--- config.mk ---
export PLATFORM = sky130hd
export DESIGN_NAME = gci_fifo
export DESIGN_NICKNAME = d
export VERILOG_FILES = /design/src/design/gci_fifo.sv
export SDC_FILE = /design/constraint.sdc
export NUM_CORES = 1
export LEC_CHECK = 0
export BUFFER_PORTS_ARGS = -buffer_cell sky130_fd_sc_hd__buf_2
export CAP_MARGIN = 20
export CORE_AREA = 2 2 39 41
export CTS_CLUSTER_SIZE = 14
export DETAILED_ROUTE_END_ITERATION = 6
export DIE_AREA = 0 0 41 43
export PLACE_DENSITY = 0.67
export SLEW_MARGIN = 20
export SYNTH_ARGS = -nofsm -noshare
export SYNTH_HDL_FRONTEND = slang
export SYNTH_SLANG_ARGS = --single-unit
--- constraint.sdc ---
create_clock -name clk_i -period 1.65 [get_ports clk_i]
set_input_delay 0.165 -clock clk_i [delete_from_list [all_inputs] [get_ports clk_i]]
set_output_delay 0.165 -clock clk_i [all_outputs]
set_load 0.02 [all_outputs]
--- src/design/gci_fifo.sv ---
// Small register queue with count-based full/empty.
// Generic over item type; no package dependency.
module gci_fifo #(
  parameter type T     = logic,
  parameter int  DEPTH = 4
) (
  input  logic clk_i,
  input  logic rst_ni,
  input  logic push_i,
  input  T     data_i,
  output logic full_o,
  input  logic pop_i,
  output logic empty_o,
  output T     data_o
);

  localparam int PW = (DEPTH > 1) ? $clog2(DEPTH) : 1;
  localparam int CW = $clog2(DEPTH + 1);

  T                mem [DEPTH];
  logic [PW-1:0]   wr_ptr_q, rd_ptr_q;
  logic [CW-1:0]   cnt_q;
  logic            do_push, do_pop;

  assign full_o  = (cnt_q == CW'(DEPTH));
  assign empty_o = (cnt_q == '0);
  assign do_push = push_i && !full_o;
  assign do_pop  = pop_i && !empty_o;
  assign data_o  = mem[rd_ptr_q];

  always_ff @(posedge clk_i or negedge rst_ni) begin
    if (!rst_ni) begin
      wr_ptr_q <= '0;
      rd_ptr_q <= '0;
      cnt_q    <= '0;
    end else begin
      if (do_push) begin
        wr_ptr_q <= (wr_ptr_q == PW'(DEPTH - 1)) ? '0 : wr_ptr_q + 1'b1;
      end
      if (do_pop) begin
        rd_ptr_q <= (rd_ptr_q == PW'(DEPTH - 1)) ? '0 : rd_ptr_q + 1'b1;
      end
      if (do_push && !do_pop) begin
        cnt_q <= cnt_q + 1'b1;
      end else if (do_pop && !do_push) begin
        cnt_q <= cnt_q - 1'b1;
      end
    end
  end

  always_ff @(posedge clk_i) begin
    if (do_push) begin
      mem[wr_ptr_q] <= data_i;
    end
  end

endmodule

**Yosys cells after proc, flatten, opt, wreduce, memory -nomap -nowiden**

Memories as Yosys holds them, arrays and structs flattened.
Index checks and enable logic that the tools add are counted.

- Register bits: 7
- RAM bits: 4
- Bits of input ports: 5
- Output and inout port bits: 3
- Logic and storage cells: 27
- Memories: 1

- Add/sub/neg operators: 4
- Equal/unequal tests: 3
- Multiplexer cells: 6
- Reduce and logical (&&, ||, !) cells: 10

Memory list:

| memory | depth | bits a word | rd ports | clocked after memory_dff | write ports | line | RTL |
|---|---|---|---|---|---|---|---|
| mem | 4 | 1 | 1 | 0 | 1 | 20 | `T mem [DEPTH];` |

Operators by type and width:

| kind | count |
|---|---|
| $mux 3 | 2 |
| $add 2x1->2 const B | 2 |
| $eq 2x2->1 const B | 2 |
| $logic_and 1x1->1 | 4 |
| $logic_not 1->1 | 4 |
| $mux 2 | 2 |
| $add 3x1->3 const B | 1 |
| $eq 3x3->1 const B | 1 |
| $logic_not 3->1 | 1 |
| $sub 3x1->3 const B | 1 |
| $mux 1 | 2 |
| $reduce_bool 2->1 | 1 |

**Depth between registers and ports, before layout**

Gate-level depths: netlist (run 1).

- Word-level depth: 7
- Gate-level depth with buffers: 9
- Gate-level depth less buffers: 8

**Least setup slack after synthesis (run 1)**

Ideal clock, no wire load.

- Kind: register -> register
- Start: register cnt_q[0]
- End: register cnt_q[2]
- Setup time: 79 ps
- Arrival: 2203 ps
- Data required time: 1571 ps
- Path slack: -633 ps
- Cell stages (with the launch flop): 9
- Path buffers: 0
- Period minus slack after synthesis: 2283 ps
- Cell sequence: dfrtp_1 > nor3_1 > nand2b_2 > ha_1 > inv_1 > fa_1 > xor2_1 > nor2_1 > xor2_1

- Word-level cells in the longest chain between the ends: 6
- Elaborated cells between the ends (all ways): 15
- Those cells by class: add/sub (2); eq/ne (1); mux (2); reduce/logical (10)

RTL lines:

| element | line | RTL |
|---|---|---|
| start, declared | 22 | `logic [CW-1:0] cnt_q;` |
| start signal, assigned | 44 | `cnt_q <= cnt_q + 1'b1;` |
| start signal, assigned | 46 | `cnt_q <= cnt_q - 1'b1;` |
| $logic_not 3->1 (*) | 26 | `assign empty_o = (cnt_q == '0);` |
| named net empty_o | 13 | `output logic empty_o,` |
| $logic_not 1->1 (*) | 28 | `assign do_pop = pop_i && !empty_o;` |
| $logic_and 1x1->1 (*) | 28 |  |
| $logic_not 1->1 | 43 | `if (do_push && !do_pop) begin` |
| $logic_and 1x1->1 | 43 |  |
| $mux 3 / $reduce_bool 2->1 (equally long branches) | - |  |

The timed path passes the listed nets; every way through them passes the cells marked *. The select of a mux whose other input is x is not followed.
A chain may end at the register's enable or synchronous reset.

**Worst setup path in the final report (run 1)**

- Start: register cnt_q[0]
- End: register cnt_q[2]

- Word-level cells in the longest chain between the ends: 6
- Elaborated cells between the ends (all ways): 15
- Those cells by class: add/sub (2); eq/ne (1); mux (2); reduce/logical (10)

RTL lines:

| element |
|---|
| parallel branches: the longest is 6 deep, another holds $sub 3x1->3 |

Several ways; the timed one is not identified. The select of a mux whose other input is x is not followed.

==> results.yml, run 1 <==
run_status:
  run_status: "complete, but fails checks"
  violations: "negative setup slack"
die:
  floorplan.die.width_um: 41
  core_area_um2: 1380
  start_util: 0.433
  chipHeight_um: 43
  placement_rows: 14
  die-area_um2: 1760
  boundaryPins: 8
global_routing:
  grt_overflow: 0
  grt.met3_usage: 0.0314
  global_route.usage.met2: 0.213
  layer_with_the_highest_usage_after_global_routing: "met2"
  grt.met1_usage: 0.125
  first_global_vias: 354
  grt_antenna_before_repair: 0
  grtUsageTotal: 0.125
  grt_max_degree: 8
  grt_first_pass_wirelength_um: 1410
logic_synthesis:
  synth_top_cells_by_count: "sky130_fd_sc_hd__dfrtp_1, sky130_fd_sc_hd__ha_1, sky130_fd_sc_hd__and2_2, sky130_fd_sc_hd__edfxtp_1"
  yosys.area.top_type: "sky130_fd_sc_hd__dfrtp_1"
  ys_ff_latch: 11
  number_of_standard_cells_after_synthesis: 42
  synth_warnings: 0
  synth_flop_cell: "sky130_fd_sc_hd__dfrtp_1"
  yosysSeqAreaShare: 0.493
  netlist_area_um2: 599
  synth_enable_flop_cells: 4
  yosysTopAreaCellShare: 0.292
  yosys.cell_count.top_type: "sky130_fd_sc_hd__dfrtp_1"
  synth_cell_type_count: 17
  netlist_top_cells_area: "sky130_fd_sc_hd__dfrtp_1, sky130_fd_sc_hd__edfxtp_1, sky130_fd_sc_hd__ha_1"
  synth_async_sr_flop_share: 0.636
  synthesis.nets: 54
  postSynthAreaPerCell_um2: 14.3
final_layout:
  antennaDiodeCount: 0
  fin_area_um2: 812
  flow.area_growth_from_synthesis_pct: 35.5
  final_nets: 77
  fraction_of_final_layout_cells_with_drive_strength_greater_than_1: 0.625
place:
  dpl_cell_area_um2: 721
  detailed_place_hpwl_um: 673
  io_buffer_count: 7
  place.gp.congestion: 0.686
setup_path:
  critical_path.max_fanout: 3
  setup.worst_path.start_class: "register"
  critPathCapture: "cnt_q[2]"
  crit_type: "reg2reg"
  ff2ff_path_depth: 8
  worstPathArrival_ps: 1980
  reg2reg_from: "cnt_q[0]"
  startpoint: "cnt_q[0]"
  r2r_end: "cnt_q[2]"
  timing.reg2reg.setup_slack_ps: -140
  crit_path_end_kind: "register"
  crit_required_ps: 1840
clock_network:
  tritoncts_num_sinks: 11
  tritoncts.num_buffers: 3
  bufs_on_longest_clock_path: 2
  clkTransAtPathRegs_ps: 70
  h_tree_lvl_count: 1
  tritoncts_clock_tree: "built"
  clkLatencyLatePin_ps: 260
  ctsRootBufferMaster: "sky130_fd_sc_hd__clkbuf_4"
worst_hold_path:
  min_path_type: "in2reg"
sta:
  final-hold-violation-count: 0
  maxSlewHeadroom: 0.882
  worst-slew-pin-transition_ps: 176
  period_minus_slack_ps: 1790
  final_max_slew_viol_count: 0
  fin_worst_skew_ps: 1.37
  hold_ws_ps: 125
  final.setup.worst_slack_ps: -138
  rsz0062_at_grt: "yes"
  max_clk_rate_ghz: 0.559
  setup_failing_eps_final: 2
  setup_tns_ps: -255
  timing.final.crit_share: 1.08
route:
  drc: 0
  final_antenna_violating_net_count: 0
  drt-pass1-iter-count: 1
  route.final.wire_length_um: 934
  drt-vias-per-instance: 4.58
  drt_wl_cell_um: 11.7
  drt-initial-drc-count: 0
  routed-via-count: 366
power_and_ir_drop:
  total_power_mw: 1.51
  power.leakage_nw: 0.377
  vdd_ir_drop_max_mv: 0.852
  powerDensity_nw_per_um2: 1860
flow_run:
  maxCapViolCount: 0
## through the flow
stage                     instances  worst slack [ps]   util
final                            80              -138  0.587
after global routing             80              -223  0.587
after CTS                        77              -125  0.568
after detailed placement         70              -224  0.521
after global placement           70              -174  0.521
after floorplan                  42              -308      -
## flip-flops by register name (all words and copies together) (netlist names)
register  flops
cnt_q         3
rd_ptr_q      2
mem           4
wr_ptr_q      2
## layout make-up
cell class,count,area (um2)
fillers,115,572
flip-flops and latches,11,298
inverters,3,11.3
multi-input cells,27,325
clock buffers,4,26.3
repair buffers,19,131
well taps,16,20.0
## where the power goes
part / leakage [nW] / switching [mW] / internal [mW]
Clock: 0.0150 / 0.0863 / 0.0933
Combinational: 0.245 / 0.304 / 0.504
Sequential: 0.117 / 0.119 / 0.406
Total: 0.377 / 0.510 / 1.00
## logic make-up (layout without fill, tap and decap cells)
group	count (synthesis)	after routing	synth area share
flops	11	11	0.493
mux	6	6	0.144
fa+ha+maj	7	7	0.159
simple gates	11	11	0.123
buf+inv	4	26	0.0376
xor+xnor	3	3	0.0438
## placed cells by master, fill, tap and decap left out, drive strengths merged, types with 2 or more instances in the layout
cell,count
dfrtp,7
inv,3
xor2,2
buf,18
nor2,3
clkbuf,4
mux2,5
edfxtp,4
ha,6
and2,4
## critical path: stages, from the launching register on
cell	delay, ps
sky130_fd_sc_hd__dfrtp_2	450
sky130_fd_sc_hd__nor3_4	200
sky130_fd_sc_hd__nand2b_4	160
sky130_fd_sc_hd__ha_4	130
sky130_fd_sc_hd__inv_2	30
sky130_fd_sc_hd__fa_2	320
sky130_fd_sc_hd__xor2_1	140
sky130_fd_sc_hd__nor2_1	120
sky130_fd_sc_hd__xor2_1	140
## layer usage
metal | vias to the layer above | part of all wire
met3 | 2 | 0.020
met2 | 3 | 0.57
met4 | 0 | 0.0075
met5 | - | 0
met1 | 177 | 0.40
li1 | 184 | -
## worst min-delay path by stage
stage	endpoint	depth (start not counted)	from	slack, ps
CTS	mem[3]	1	data_i	120
finish	mem[3]	1	data_i	120
detailed placement	wr_ptr_q[1]	1	rst_ni	10
global route	mem[3]	1	data_i	120
floorplan	cnt_q[0]	0	rst_ni	-130
global placement	rd_ptr_q[1]	1	rst_ni	10
## repair_timing
| action | in CTS | in global routing |
|---|---|---|
| gates resized for setup | 4 | 1 |
| setup buffers | 2 | 3 |
| endpoints found under the setup margin | 2 | 2 |
| pin swaps | 0 | 2 |
| endpoints found under the hold margin | 7 | 0 |
| hold buffers | 1 | 0 |
Note: power is estimated with default switching activity, not from simulation.
==> inputs of run 2 (changes only) <==
--- a/config.mk
+++ b/config.mk
@@ -11,7 +11,7 @@
 export CTS_CLUSTER_SIZE = 14
 export DETAILED_ROUTE_END_ITERATION = 6
 export DIE_AREA = 0 0 41 43
-export PLACE_DENSITY = 0.67
+export PLACE_DENSITY = 0.78
 export SLEW_MARGIN = 20
 export SYNTH_ARGS = -nofsm -noshare
 export SYNTH_HDL_FRONTEND = slang
==> run 2 against run 1 <==
Non-clock buffer count down 1. Clock skew hardly changed. Sequential power is essentially flat. Combinational power is essentially flat. Critical endpoint is now cnt_q[1]. Final area is 0.92% lower. Largest power group unchanged. Critical path depth shrank 2. Wire length up 1.7%. Via count grew 0.82%. Sequential share of layout area rose by 0.34 points. Cell count fell by 1.3%. The flow still finishes with violations (negative setup slack). Setup slack improved by 21 ps.
==> results.yml, run 2 (synthesis results as in run 1) <==
run_status:
  run_status: "complete, but fails checks"
  violations: "negative setup slack"
setup_path:
  crit_required_ps: 1800
  worstPathArrival_ps: 1920
  reg2reg_from: "cnt_q[0]"
  crit_path_end_kind: "register"
  setup.worst_path.start_class: "register"
  startpoint: "cnt_q[0]"
  crit_type: "reg2reg"
  critical_path.max_fanout: 4
place:
  place.gp.congestion: 0.749
  dpl_cell_area_um2: 728
  worst_slack_after_detailed_placement_ps: -174
  detailed_place_hpwl_um: 727
  io_buffer_count: 7
final_layout:
  flow.area_growth_from_synthesis_pct: 34.2
  fraction_of_final_layout_cells_with_drive_strength_greater_than_1: 0.619
  antennaDiodeCount: 0
  register_with_the_highest_flop_count: "mem"
  seqCellArea_um2: 298
  multi_input_gate_area_in_the_final_layout_um2: 325
  largest_register_ff_count: 4
  final_nets: 76
  top_regs: "mem: 4 flops, cnt_q: 3 flops"
  most-common-layout-cells: "sky130_fd_sc_hd__buf_4, sky130_fd_sc_hd__buf_2, sky130_fd_sc_hd__ha_1, sky130_fd_sc_hd__dfrtp_1"
  layout.filler_cells: 112
  fin_area_um2: 805
  layout.cells.most_common: "sky130_fd_sc_hd__buf_4"
sta:
  setup_tns_ps: -230
  fin_worst_skew_ps: 1.63
  maxSlewHeadroom: 0.888
  worst-slew-pin-transition_ps: 167
  final.setup.worst_slack_ps: -117
  rsz0062_at_grt: "yes"
  final-hold-violation-count: 0
  timing.final.crit_share: 1.07
  max_clk_rate_ghz: 0.566
  period_minus_slack_ps: 1770
  hold_ws_ps: 116
  final_max_slew_viol_count: 0
  setup_failing_eps_final: 2
die:
  placement_rows: 14
  chipHeight_um: 43
  die-area_um2: 1760
  start_util: 0.433
  boundaryPins: 8
  core_area_um2: 1380
  floorplan.die.width_um: 41
global_routing:
  grtUsageTotal: 0.152
  grt_overflow: 0
  grt_first_pass_wirelength_um: 1640
  grt_max_degree: 8
  first_global_vias: 412
  grt_antenna_before_repair: 0
route:
  drc: 0
  drt-initial-drc-count: 1
  route.final.wire_length_um: 950
  final_antenna_violating_net_count: 0
  routed-via-count: 369
  drt-vias-per-instance: 4.67
  drt_wl_cell_um: 12.0
  drt-pass1-iter-count: 3
clock_network:
  tritoncts_clock_tree: "built"
  h_tree_lvl_count: 1
  bufs_on_longest_clock_path: 2
  ctsRootBufferMaster: "sky130_fd_sc_hd__clkbuf_4"
  tritoncts_num_sinks: 11
  clkLatencyLatePin_ps: 270
  clkTransAtPathRegs_ps: 70
  tritoncts.num_buffers: 3
worst_hold_path:
  hp-start: "data_i"
  min_path_type: "in2reg"
power_and_ir_drop:
  powerDensity_nw_per_um2: 1880
  power.leakage_nw: 0.371
  vdd_ir_drop_max_mv: 0.772
  total_power_mw: 1.51
flow_run:
  maxCapViolCount: 0
## run 2: cell types whose count changed in the layout (fill, tap and decap cells not counted), sizes merged
cell	previous run	this run
buf	18	17
## run 2: final timing paths
| check | cells after the start | slack, ps | to |
|---|---|---|---|
| worst max-delay path | 6 | -120 | cnt_q[1] |
| worst min-delay path | 1 | 120 | mem[2] |
| worst max register to register | 6 | -120 | cnt_q[1] |
| worst min register to register | 1 | 550 | rd_ptr_q[1] |
| max in group asynchronous | 2 | 1230 | cnt_q[0] |
| min in group asynchronous | 2 | 250 | wr_ptr_q[0] |
## run 2: area by class of cell
type / count / area share
clock buffers: 4 / 0.0327
repair buffers: 18 / 0.154
inverters: 3 / 0.0140
multi-input cells: 27 / 0.404
well taps: 16 / 0.0249
flip-flops and latches: 11 / 0.370
## run 2: timing repair
| item | CTS | global route |
|---|---|---|
| pin swaps | 3 | 3 |
| buffers inserted | 2 | 1 |
| setup endpoints to repair | 2 | 2 |
| hold endpoints to repair | 7 | 0 |
| cloned | 0 | 0 |
| hold buffers | 1 | 0 |
| resized for setup | 5 | 0 |
## run 2: power by group
group	switching [mW]	internal, mW	total (mW)
logic	0.311	0.499	0.809
clock network	0.0875	0.0936	0.181
registers	0.118	0.406	0.524
total	0.516	0.999	1.51
## run 2: layer usage
layer | up-vias | wire length [um] | track usage
li1 | 184 | - | -
met5 | - | 0 | 0
met1 | 173 | 349 | 0.156
met4 | 0 | 34 | 0.120
met3 | 5 | 17 | 0.0314
met2 | 7 | 549 | 0.247
## run 2: through the flow
| stage | cells | utilization |
|---|---|---|
| final | 79 | 0.581 |
| after global placement | 71 | 0.526 |
| after detailed placement | 71 | 0.526 |
| after floorplan | 42 | - |
| after global routing | 79 | 0.581 |
| after CTS | 78 | 0.576 |
## run 2: worst max-delay path, cell delays in order (launching register included)
cell and delay, ps:
sky130_fd_sc_hd__dfrtp_2 450, sky130_fd_sc_hd__nor3_4 200, sky130_fd_sc_hd__nand2b_4 160, sky130_fd_sc_hd__ha_4 130
sky130_fd_sc_hd__inv_2 30, sky130_fd_sc_hd__fa_2 410, sky130_fd_sc_hd__mux2_4 270
